$ cat src/design/scrt_pkg.sv
// ----------------------------------------------------------------------------
// scrt_pkg
// types and constants shared by the slave clock rate tracker
// ----------------------------------------------------------------------------
package scrt_pkg;

  localparam int unsigned TIME_BITS_DEF      = 32;
  localparam int unsigned RATE_FRAC_BITS_DEF = 28;

  localparam int unsigned TIME_W = 32;
  localparam int unsigned RATE_W = 32;
  localparam int unsigned GAIN_W = 16;

  localparam logic [GAIN_W-1:0] LOOP_GAIN_RST = 16'd655;

  // configuration register indexes
  localparam logic CFG_SLAVED    = 1'b0;
  localparam logic CFG_LOOP_GAIN = 1'b1;

  typedef enum logic [1:0] {
    OP_CAL_FIRST  = 2'd0,
    OP_CAL_SECOND = 2'd1,
    OP_UPDATE     = 2'd2,
    OP_MAP        = 2'd3
  } op_e;

  typedef struct packed {
    op_e               opcode;
    logic [TIME_W-1:0] master_ts;
    logic [TIME_W-1:0] slave_time;
  } in_item_t;

  typedef struct packed {
    logic [TIME_W-1:0] mapped_time;
    logic [RATE_W-1:0] rate_now;
    logic              zero_delta;
  } out_item_t;

  typedef enum logic {
    UOP_MUL = 1'b0,
    UOP_DIV = 1'b1
  } unit_op_e;

  typedef struct packed {
    logic     start;
    unit_op_e op;
  } unit_req_t;

endpackage

$ cat src/design/slave_clock_rate_tracker_core.sv
// ----------------------------------------------------------------------------
// slave_clock_rate_tracker_core
// tracks slave clock rate against a master clock and maps master timestamps
// ----------------------------------------------------------------------------
//
//  channel   signals                          direction  width
//  input     in_valid_i/in_ready_o/in_data_i   in         66
//  output    out_valid_o/out_ready_i/out_data_o out       65
//  config    cfg_we_i/cfg_idx_i/cfg_data_i     in         1+1+16
//
//  one transaction in flight; in_ready_o is high only when the sequencer idles
//  transaction length is set by the bit-serial multiply/divide unit: a map
//  runs one multiply, second calibration one divide, rate update a multiply
//  then a divide; a zero master delta and everything else skip the unit
//  the result sits in an output register, so a new transaction is taken
//  while it waits; the sequencer stalls only if a second result is ready
//  reset clears rate, error, bases and calibration samples; no clearing pass
//
module slave_clock_rate_tracker_core #(
  parameter int unsigned TIME_BITS      = scrt_pkg::TIME_BITS_DEF,
  parameter int unsigned RATE_FRAC_BITS = scrt_pkg::RATE_FRAC_BITS_DEF
) (
  input  logic                          clk_i,
  input  logic                          rst_ni,
  input  logic                          in_valid_i,
  output logic                          in_ready_o,
  input  scrt_pkg::in_item_t            in_data_i,
  output logic                          out_valid_o,
  input  logic                          out_ready_i,
  output scrt_pkg::out_item_t           out_data_o,
  input  logic                          cfg_we_i,
  input  logic                          cfg_idx_i,
  input  logic [scrt_pkg::GAIN_W-1:0]   cfg_data_i
);

  localparam int unsigned TB = TIME_BITS;
  localparam int unsigned RW = scrt_pkg::RATE_W;
  localparam int unsigned GW = scrt_pkg::GAIN_W;

  typedef enum logic [3:0] {
    S_IDLE,
    S_DELTA,
    S_START,
    S_MAP_WAIT,
    S_CAL_WAIT,
    S_EST_WAIT,
    S_MEAS_WAIT,
    S_GAIN,
    S_UPDATE,
    S_OUT
  } state_e;

  state_e               state_q;
  logic                 slaved_q;
  logic [GW-1:0]        gain_q;
  logic [RW-1:0]        rate_q;
  logic [RW-1:0]        err_q;
  logic [TB-1:0]        mb_q;
  logic [TB-1:0]        sb_q;
  logic [TB-1:0]        fm_q;
  logic [TB-1:0]        fs_q;

  scrt_pkg::op_e        op_q;
  logic [TB-1:0]        mt_q;
  logic [TB-1:0]        st_q;
  logic [TB-1:0]        dm_q;
  logic [TB-1:0]        ds_q;
  logic                 neg_q;
  logic [TB-1:0]        est_q;
  logic [RW-1:0]        adj_q;
  logic [TB-1:0]        mapped_q;
  logic                 zflag_q;
  logic                 out_valid_q;
  scrt_pkg::out_item_t  out_data_q;

  logic [TB-1:0]        base_m;
  logic [TB-1:0]        base_s;
  logic [TB-1:0]        diff_m;
  logic [TB-1:0]        diff_s;
  scrt_pkg::unit_req_t  ureq;
  logic [TB-1:0]        u_opnd;
  logic                 u_done;
  logic [TB-1:0]        u_prod;
  logic [RW-1:0]        u_quo;
  logic signed [RW:0]   err_ext;
  logic [RW-1:0]        err_sat;
  logic signed [48:0]   gprod;
  logic signed [RW+1:0] nr;
  logic                 out_free;

  assign in_ready_o = (state_q == S_IDLE);
  assign out_free   = !out_valid_q || out_ready_i;

  // deltas; for a map the second difference is the negated delta
  always_comb begin
    base_m = (op_q == scrt_pkg::OP_CAL_SECOND) ? fm_q : mb_q;
    base_s = (op_q == scrt_pkg::OP_CAL_SECOND) ? fs_q : sb_q;
    diff_m = mt_q - base_m;
    diff_s = (op_q == scrt_pkg::OP_MAP) ? (mb_q - mt_q) : (st_q - base_s);
  end

  always_comb begin
    ureq.start = 1'b0;
    ureq.op    = scrt_pkg::UOP_MUL;
    if (state_q == S_START) begin
      unique case (op_q)
        scrt_pkg::OP_MAP: begin
          ureq.start = 1'b1;
        end
        scrt_pkg::OP_CAL_SECOND: begin
          ureq.start = (dm_q != '0);
          ureq.op    = scrt_pkg::UOP_DIV;
        end
        scrt_pkg::OP_UPDATE: begin
          ureq.start = (dm_q != '0);
        end
        default: begin
          ureq.start = 1'b0;
        end
      endcase
    end else if (state_q == S_EST_WAIT) begin
      ureq.start = u_done;
      ureq.op    = scrt_pkg::UOP_DIV;
    end
    u_opnd = (op_q == scrt_pkg::OP_MAP && dm_q[TB-1]) ? ds_q : dm_q;
  end

  scrt_muldiv #(
    .TIME_BITS      (TIME_BITS),
    .RATE_FRAC_BITS (RATE_FRAC_BITS)
  ) u_muldiv (
    .clk_i   (clk_i),
    .rst_ni  (rst_ni),
    .req_i   (ureq),
    .mcand_i (rate_q),
    .num_i   (ds_q),
    .opnd_i  (u_opnd),
    .done_o  (u_done),
    .prod_o  (u_prod),
    .quo_o   (u_quo)
  );

  // error = measured - rate, clipped to the signed 32-bit range
  always_comb begin
    err_ext = $signed({1'b0, u_quo}) - $signed({1'b0, rate_q});
    if (err_ext[RW] != err_ext[RW-1]) begin
      err_sat = err_ext[RW] ? {1'b1, {(RW-1){1'b0}}} : {1'b0, {(RW-1){1'b1}}};
    end else begin
      err_sat = err_ext[RW-1:0];
    end
    gprod = $signed({1'b0, gain_q}) * $signed(err_q);
    nr    = $signed({2'b00, rate_q}) + $signed({{2{adj_q[RW-1]}}, adj_q});
  end

  always_ff @(posedge clk_i or negedge rst_ni) begin
    if (!rst_ni) begin
      state_q     <= S_IDLE;
      slaved_q    <= 1'b0;
      gain_q      <= scrt_pkg::LOOP_GAIN_RST;
      rate_q      <= '0;
      err_q       <= '0;
      mb_q        <= '0;
      sb_q        <= '0;
      fm_q        <= '0;
      fs_q        <= '0;
      op_q        <= scrt_pkg::OP_CAL_FIRST;
      mt_q        <= '0;
      st_q        <= '0;
      dm_q        <= '0;
      ds_q        <= '0;
      neg_q       <= 1'b0;
      est_q       <= '0;
      adj_q       <= '0;
      mapped_q    <= '0;
      zflag_q     <= 1'b0;
      out_valid_q <= 1'b0;
      out_data_q  <= '0;
    end else begin
      if (cfg_we_i) begin
        unique case (cfg_idx_i)
          scrt_pkg::CFG_SLAVED:    slaved_q <= cfg_data_i[0];
          scrt_pkg::CFG_LOOP_GAIN: gain_q   <= cfg_data_i;
          default:                 slaved_q <= slaved_q;
        endcase
      end

      if (state_q == S_OUT && out_free) begin
        out_valid_q <= 1'b1;
      end else if (out_valid_q && out_ready_i) begin
        out_valid_q <= 1'b0;
      end

      unique case (state_q)
        S_IDLE: begin
          if (in_valid_i) begin
            op_q    <= in_data_i.opcode;
            mt_q    <= TB'(in_data_i.master_ts);
            st_q    <= TB'(in_data_i.slave_time);
            state_q <= S_DELTA;
          end
        end
        S_DELTA: begin
          dm_q     <= diff_m;
          ds_q     <= diff_s;
          zflag_q  <= 1'b0;
          mapped_q <= (op_q == scrt_pkg::OP_MAP && !slaved_q) ? mt_q : '0;
          if (!slaved_q) begin
            state_q <= S_OUT;
          end else if (op_q == scrt_pkg::OP_CAL_FIRST) begin
            fm_q    <= mt_q;
            fs_q    <= st_q;
            state_q <= S_OUT;
          end else begin
            state_q <= S_START;
          end
        end
        S_START: begin
          neg_q <= dm_q[TB-1];
          unique case (op_q)
            scrt_pkg::OP_MAP: begin
              state_q <= S_MAP_WAIT;
            end
            scrt_pkg::OP_CAL_SECOND: begin
              if (dm_q == '0) begin
                zflag_q <= 1'b1;
                state_q <= S_OUT;
              end else begin
                state_q <= S_CAL_WAIT;
              end
            end
            scrt_pkg::OP_UPDATE: begin
              if (dm_q == '0) begin
                zflag_q <= 1'b1;
                state_q <= S_OUT;
              end else begin
                state_q <= S_EST_WAIT;
              end
            end
            default: begin
              state_q <= S_OUT;
            end
          endcase
        end
        S_MAP_WAIT: begin
          if (u_done) begin
            mapped_q <= neg_q ? (sb_q - u_prod) : (sb_q + u_prod);
            state_q  <= S_OUT;
          end
        end
        S_CAL_WAIT: begin
          if (u_done) begin
            rate_q  <= u_quo;
            mb_q    <= mt_q;
            sb_q    <= st_q;
            state_q <= S_OUT;
          end
        end
        S_EST_WAIT: begin
          // divide is launched in the same cycle the estimate lands
          if (u_done) begin
            est_q   <= u_prod;
            state_q <= S_MEAS_WAIT;
          end
        end
        S_MEAS_WAIT: begin
          if (u_done) begin
            err_q   <= err_sat;
            state_q <= S_GAIN;
          end
        end
        S_GAIN: begin
          // arithmetic shift gives floor of the scaled correction
          adj_q   <= gprod[47:16];
          state_q <= S_UPDATE;
        end
        S_UPDATE: begin
          if (nr[RW+1]) begin
            rate_q <= '0;
          end else if (nr[RW]) begin
            rate_q <= '1;
          end else begin
            rate_q <= nr[RW-1:0];
          end
          mb_q    <= mt_q;
          sb_q    <= sb_q + est_q;
          state_q <= S_OUT;
        end
        S_OUT: begin
          if (out_free) begin
            out_data_q.mapped_time <= scrt_pkg::TIME_W'(mapped_q);
            out_data_q.rate_now    <= rate_q;
            out_data_q.zero_delta  <= zflag_q;
            state_q                <= S_IDLE;
          end
        end
        default: begin
          state_q <= S_IDLE;
        end
      endcase
    end
  end

  assign out_valid_o = out_valid_q;
  assign out_data_o  = out_data_q;

endmodule

$ cat src/design/scrt_muldiv.sv
// ----------------------------------------------------------------------------
// scrt_muldiv
// bit-serial multiply / restoring divide unit sharing one adder
// ----------------------------------------------------------------------------
module scrt_muldiv #(
  parameter int unsigned TIME_BITS      = scrt_pkg::TIME_BITS_DEF,
  parameter int unsigned RATE_FRAC_BITS = scrt_pkg::RATE_FRAC_BITS_DEF
) (
  input  logic                         clk_i,
  input  logic                         rst_ni,
  input  scrt_pkg::unit_req_t          req_i,
  input  logic [scrt_pkg::RATE_W-1:0]  mcand_i,
  input  logic [TIME_BITS-1:0]         num_i,
  input  logic [TIME_BITS-1:0]         opnd_i,
  output logic                         done_o,
  output logic [TIME_BITS-1:0]         prod_o,
  output logic [scrt_pkg::RATE_W-1:0]  quo_o
);

  localparam int unsigned RW = scrt_pkg::RATE_W;
  localparam int unsigned PW = TIME_BITS + RW;
  localparam int unsigned AW = PW + 1;
  localparam int unsigned SW = TIME_BITS + RATE_FRAC_BITS;
  localparam int unsigned CW = $clog2(SW);

  logic                busy_q;
  logic                done_q;
  logic [CW-1:0]       cnt_q;
  scrt_pkg::unit_op_e  op_q;
  logic [PW-1:0]       acc_q;
  logic [SW-1:0]       shreg_q;
  logic [TIME_BITS-1:0] opnd_q;
  logic [RW-1:0]       q_q;
  logic                sat_q;

  logic [PW-1:0]       shifted;
  logic [AW-1:0]       addend;
  logic                cin;
  logic [AW-1:0]       sum;
  logic                ge;
  logic [RW:0]         q_ext;
  logic                sat_d;
  logic [RW-1:0]       q_d;
  logic [PW-1:0]       acc_d;

  // shared adder: add for multiply, subtract divisor for divide
  always_comb begin
    if (op_q == scrt_pkg::UOP_DIV) begin
      shifted = {acc_q[PW-2:0], shreg_q[SW-1]};
      addend  = ~{1'b0, PW'(opnd_q)};
      cin     = 1'b1;
    end else begin
      shifted = {acc_q[PW-2:0], 1'b0};
      addend  = shreg_q[SW-1] ? {1'b0, PW'(opnd_q)} : '0;
      cin     = 1'b0;
    end
    sum   = {1'b0, shifted} + addend + AW'(cin);
    ge    = ~sum[PW];
    q_ext = {q_q, ge};
    sat_d = sat_q | q_ext[RW];
    q_d   = sat_d ? '1 : q_ext[RW-1:0];
    if (op_q == scrt_pkg::UOP_DIV) begin
      acc_d = ge ? sum[PW-1:0] : shifted;
    end else begin
      acc_d = sum[PW-1:0];
    end
  end

  always_ff @(posedge clk_i or negedge rst_ni) begin
    if (!rst_ni) begin
      busy_q <= 1'b0;
      done_q <= 1'b0;
      cnt_q  <= '0;
    end else if (req_i.start) begin
      busy_q <= 1'b1;
      done_q <= 1'b0;
      cnt_q  <= (req_i.op == scrt_pkg::UOP_DIV) ? CW'(SW - 1) : CW'(RW - 1);
    end else if (busy_q) begin
      if (cnt_q == '0) begin
        busy_q <= 1'b0;
        done_q <= 1'b1;
      end else begin
        cnt_q <= cnt_q - CW'(1);
      end
    end else begin
      done_q <= 1'b0;
    end
  end

  always_ff @(posedge clk_i) begin
    if (req_i.start) begin
      op_q   <= req_i.op;
      acc_q  <= '0;
      opnd_q <= opnd_i;
      q_q    <= '0;
      sat_q  <= 1'b0;
      if (req_i.op == scrt_pkg::UOP_DIV) begin
        shreg_q <= SW'(num_i) << RATE_FRAC_BITS;
      end else begin
        shreg_q <= SW'(mcand_i) << (SW - RW);
      end
    end else if (busy_q) begin
      acc_q   <= acc_d;
      shreg_q <= {shreg_q[SW-2:0], 1'b0};
      q_q     <= q_d;
      sat_q   <= sat_d;
    end
  end

  assign done_o = done_q;
  assign prod_o = TIME_BITS'(acc_q >> RATE_FRAC_BITS);
  assign quo_o  = q_q;

endmodule

$ cat config.mk
export PLATFORM = sky130hd
export DESIGN_NAME = slave_clock_rate_tracker_core
export DESIGN_NICKNAME = d
export VERILOG_FILES = /design/src/design/scrt_pkg.sv /design/src/design/slave_clock_rate_tracker_core.sv /design/src/design/scrt_muldiv.sv
export SDC_FILE = /design/constraint.sdc
export NUM_CORES = 2
export LEC_CHECK = 0
export ABC_CLOCK_PERIOD_IN_PS = 8600
export BUFFER_PORTS_ARGS = -buffer_cell sky130_fd_sc_hd__buf_2
export CAP_MARGIN = 5
export CELL_PAD_IN_SITES_DETAIL_PLACEMENT = 0
export CELL_PAD_IN_SITES_GLOBAL_PLACEMENT = 1
export CORE_ASPECT_RATIO = 0.5
export CORE_UTILIZATION = 52
export CTS_BUF_LIST = sky130_fd_sc_hd__clkbuf_2 sky130_fd_sc_hd__clkbuf_4 sky130_fd_sc_hd__clkbuf_8
export DETAILED_ROUTE_END_ITERATION = 7
export PLACE_DENSITY = 0.95
export SETUP_SLACK_MARGIN = 0.3
export SKIP_LAST_GASP = 1
export SYNTH_ARGS = -nofsm -noshare
export SYNTH_HDL_FRONTEND = slang
export SYNTH_HIERARCHICAL = 1
export SYNTH_SLANG_ARGS = --single-unit
$ cat constraint.sdc
create_clock -name clk_i -period 8.6 [get_ports clk_i]
set_input_delay 1.29 -clock clk_i [delete_from_list [all_inputs] [get_ports clk_i]]
set_output_delay 1.29 -clock clk_i [all_outputs]
set_load 0.1 [all_outputs]
* Word level (Yosys, flattened, before mapping)
Cells that the tools add are included.
** Storage, ports and cells
- Flip-flop bits (word level) :: 704
- Output and inout bits :: 67
- Word-level logic and storage cells :: 161
** Cells by class
- Add/sub/neg operators :: 11
- Multiply operators :: 1
- Equal/unequal tests :: 24
- Multiplexer cells :: 58
- Bitwise operators :: 4
- Reduce and logical (&&, ||, !) cells :: 31
** Operator list (number)
- $mux 32 :: 16
- $pmux 32 s2 :: 4
- $mux 60 :: 3
- $sub 32x32->32 :: 4
- $mux 63 :: 2
- $add 64x65->65 :: 1
- $add 65x1->65 :: 1
- $mux 65 :: 1
- $not 32->65 :: 1
- $add 32x32->32 :: 2
- $mul 17x32->48 :: 1
- $mux 4 :: 9
- $pmux 4 s9 :: 1
- $add 33x32->34 :: 1
- $sub 32x32->33 :: 1
- $logic_not 32->1 :: 1
- $reduce_bool 32->1 :: 1
- $mux 6 :: 4
- $reduce_and 2->1 :: 9
- $eq 4x3->1 const B :: 4
- $ne 2x1->1 const B :: 7
- $mux 1 :: 13
- $pmux 4 s3 :: 1
- $reduce_bool 2->1 :: 5
- other kinds (22) :: 36

* Longest topological paths before layout
- Depth after elaboration :: 6
- Depth in mapped cells :: 27
- Depth with buffers taken out :: 25

* By module
Netlist, hierarchy kept.
** By module, submodules not included
- slave_clock_rate_tracker_core :: times used 1, cells an instance 5457, area an instance 50039.2 µm²
- scrt_muldiv :: times used 1, cells an instance 1283, area an instance 11398.4 µm²

* Worst setup path after synthesis
Ideal clock, no wire load.
- Path kind :: register to register
- Start point :: register gain_q[2]
- End point :: register adj_q[31]
- Arrival :: 6.275 ns
- Required time :: 8.467 ns
- Slack :: 2.191 ns
- Stages on the path, launching flop included :: 24
- Buffers on the path :: 1
- Path through :: dfstp_2 clkbuf_1 nand2_1 fa_1 fa_1 fa_1 inv_1 fa_1 fa_1 inv_1 fa_1 inv_1 ha_1 and3_1 and2_1 a221oi_1 o21ai_0 o21a_1 a21oi_1 inv_1 a221oi_1 o21ba_2 xnor2_1 o21ai_0
** Between the ends
- Word-level cells in the longest chain between the ends :: 1
** RTL lines
- from (decl) :: RTL line slave_clock_rate_tracker_core.sv:55 : logic [GW-1:0] gain_q;
- from (signal assigned) :: RTL line slave_clock_rate_tracker_core.sv:159 : gain_q <= scrt_pkg::LOOP_GAIN_RST;
- from (signal assigned) :: RTL line slave_clock_rate_tracker_core.sv:182 : scrt_pkg::CFG_LOOP_GAIN: gain_q <= cfg_data_i;
- $mul 17x32->48 :: RTL line slave_clock_rate_tracker_core.sv:151 : gprod = $signed({1'b0, gain_q}) * $signed(err_q);
- to (signal assigned) :: RTL line slave_clock_rate_tracker_core.sv:273 : adj_q <= gprod[47:16];
- to (decl) :: RTL line slave_clock_rate_tracker_core.sv:70 : logic [RW-1:0] adj_q;
No other way between the ends.
A chain may end at the register's enable or synchronous reset.

* Worst setup path in the final report
- Start point :: register gain_q[5]
- End point :: register adj_q[28]
The elaborated chain is that of the path after synthesis.

==> run_results.csv <==
group,metric,value,unit
timing,max-slew-margin-rel,13.2,%
cts,cts.htree.levels,3,
timing,skew,0.0551,ns
cts,cts_setup_buffers,0,
setup_path,path_max_fanout,33,
logic_synthesis,synth_most_common_cell,"nand2_1",
hold_path,hold_path_depth,2,
die,die_w,488,um
timing,drv_slew,0,
drt,dr_total_vias,49003,
global_routing,grt_pass1_wl,274000,um
cells_and_area,fin_cells,8391,
cts,clock_latency,0.86,ns
cells_and_area,multi_input_area,40600,um^2
timing,max_freq,0.126,GHz
setup_path,reg2reg_depth,23,
logic_synthesis,synth_nets,7723,
cts,cts.repair.resized,0,
logic_synthesis,synth_cell_types,103,
logic_synthesis,postSynthCellCount,6740,
logic_synthesis,ys_top_cells_by_count,"nand2_1 (757), inv_1 (730), dfrtp_1 (509), fa_1 (491), o21ai_0 (434)",
power,power_leakage,0.0316,uW
placement,placed_cells,8192,
cells_and_area,nets,7707,
logic_synthesis,synth.area.top_cells,"dfrtp_1 (21%), fa_1 (16%), ha_1 (8.2%), mux2_2 (5.3%), nand2_1 (4.6%)",
setup_path,cp.arrival,8.60,ns
logic_synthesis,synth_edf_count,65,
logic_synthesis,synth_seq_area_share,27.3,%
logic_synthesis,yosys_warnings,6,
logic_synthesis,syn_avg_cell_area,9.12,um^2
die,fp.dieArea,120000,um^2
drt,final_antenna_net_count,0,
die,fp.dieH,245,um
timing,setup_viol,0,
global_routing,grt_pass1_vias,48048,
logic_synthesis,ys.flop_type,"dfrtp_1",
power,powerDensity,101,nW/um^2
setup_path,cp.required,9.27,ns
cts,clk_path_buf_depth,3,
drt,drt-pass1-iter-count,6,
hold_path,worstHoldPathType,"flop to flop",
die,rows,88,
placement,io_buffer_count,154,
cts,numClockSinks,676,
die,core,116000,um^2
logic_synthesis,ys_ff_latch,676,
setup_path,startpoint_type,"flop",
run_status,status,"finished, final reports clean",
logic_synthesis,synth_area_leader_cell,"dfrtp_1",
cts,ctsHoldBuffers,0,
drt,wl,173000,um
global_routing,antenna_found_initial,3,
global_routing,grt_max_degree,119,
timing,hold_viol,0,
die,boundaryPins,155,
job,cap_violations,0,
global_routing,grt_util_all_layers,29.2,%
cells_and_area,largest_register_ffs,65,
timing,rsz0062_at_grt,"false",
timing,tns,0,ns
drt,first_iter_violations,4030,
placement,hpwl,131000,um
drt,routedWlPerCell,20.6,um
placement,gp_congestion,0.942,
power,ir_worst_vdd,0.000129,V
cells_and_area,area_growth,7.02,%
logic_synthesis,syn-cell-area,61400,um^2
drt,drcViolationCount,0,
cts,cts_buffers,105,
global_routing,grt_overflow,0,
die,start_util,52.9,%
setup_path,end_kind,"flop",
timing,worstMarginPinSlew,1.30,ns
drt,vias_per_cell,5.84,
timing,final.period_utilization,92.2,%
setup_path,critPathKind,"flop to flop",
logic_synthesis,async_flop_share,76.2,%
cts,clk_pin_slew,0.07,ns
timing,fin_crit,7.93,ns
cts,clock-root-buffer,"clkbuf_8",
cts,cts_tree,"done",
cells_and_area,drive_gt1_share,11.9,%
cells_and_area,ff_latch_area,16800,um^2
cells_and_area,fillerInstances,10333,
logic_synthesis,synth_top_area_share,20.7,%
## logic make-up (layout without fill, tap and decap cells)
| logic type | Yosys count | in the layout | synth area share (%) |
|---|---|---|---|
| flip-flops | 676 | 676 | 27.3 |
| multiplexers | 424 | 424 | 7.49 |
| other | 0 | 2 | 0 |
| XOR/XNOR | 303 | 303 | 4.35 |
| AO/OA/AOI/OAI | 1505 | 1505 | 15.5 |
| adder cells (fa/ha/maj) | 917 | 917 | 24.6 |
| AND/OR/NAND/NOR | 1837 | 1837 | 13.9 |
| buffers and inverters | 1078 | 1152 | 6.86 |
## layout by cell type, fill, tap and decap left out, types with 36 or more instances in the layout
master and count:
buf_2 153, dfxtp_1 96, dfrtp_1 508, xnor2_1 195
inv_1 730, a31oi_1 63, clkbuf_8 123, buf_4 67
nor2_1 377, edfxtp_1 65, mux2_2 288, a21o_1 136
and2_1 246, xor2_1 107, o21bai_1 37, ha_1 402
clkbuf_4 39, o21a_1 50, o21ai_0 434, a21oi_1 414
nand4_1 46, nor2b_1 45, a211oi_1 58, nor3_1 58
nand3_1 91, nand2b_1 52, nand2_1 754, and3_1 36
mux2i_1 136, fa_1 491
## through the flow
step	utilization, %	hold slack, ns	setup WS [ns]	total power, uW	cell area [um^2]
floorplan	-	0.446	2.19	3380	61400
finish	56.6	0.477	0.674	6620	65800
global route	56.6	0.502	0.381	6820	65800
detailed placement	54.6	0.464	0.793	3540	63400
CTS	56.6	0.480	0.772	6650	65700
global placement	54.6	0.460	0.958	3530	63400
## worst max-delay path, stage by stage, from the launching register on
cell	delay, ns
dfrtp_1	1.13
and2_1	0.28
fa_1	0.39
inv_1	0.07
fa_1	0.43
fa_1	0.52
fa_1	0.55
inv_1	0.05
fa_1	0.47
inv_1	0.05
fa_1	0.47
inv_1	0.04
ha_1	0.28
nand3_1	0.09
o22ai_1	0.22
a211oi_1	0.12
o21ai_0	1.00
o211ai_1	0.27
nand2_1	0.20
a31oi_1	0.19
o311a_1	0.46
a21boi_0	0.24
xnor2_1	0.15
o21ai_0	0.09
## worst paths after layout
| path | from | endpoint | slack [ns] |
|---|---|---|---|
| worst max-delay path | gain_q[5] | adj_q[28] | 0.67 |
| worst min-delay path | out_data_o[24] | out_data_o[24] | 0.48 |
| worst max register to register | gain_q[5] | adj_q[28] | 0.67 |
| worst min register to register | out_data_o[24] | out_data_o[24] | 0.48 |
| max in group asynchronous | rst_ni | st_q[3] | 6.17 |
| min in group asynchronous | rst_ni | gain_q[11] | 0.49 |
## where the power goes
group          internal (uW)  switching (uW)  total, uW
Combinational           45.6             139        184
Clock                   1640            1500       3140
Sequential              3220            72.1       3300
Total                   4910            1710       6620
## layout make-up
cell class | instances | area share (%)
multi-input cells | 4986 | 61.8
clock buffers | 162 | 3.02
repair buffers | 222 | 1.98
inverters | 733 | 4.18
diodes | 2 | 0.00761
clock inverters | 35 | 0.546
flip-flops and latches | 676 | 25.5
well taps | 1575 | 3.00
## metal layers
metal / track usage [%] / vias to the layer above / part of all wire, % / routed length, um
met2: 45.4 / 1731 / 45 / 76900
met4: 8.49 / 2 / 2.8 / 4890
met3: 4.47 / 285 / 7.3 / 12600
met5: 0 / - / 0.0075 / 13
li1: - / 22853 / - / -
met1: 42.0 / 24132 / 45 / 78300
Note: power is estimated with default switching activity, not from simulation.
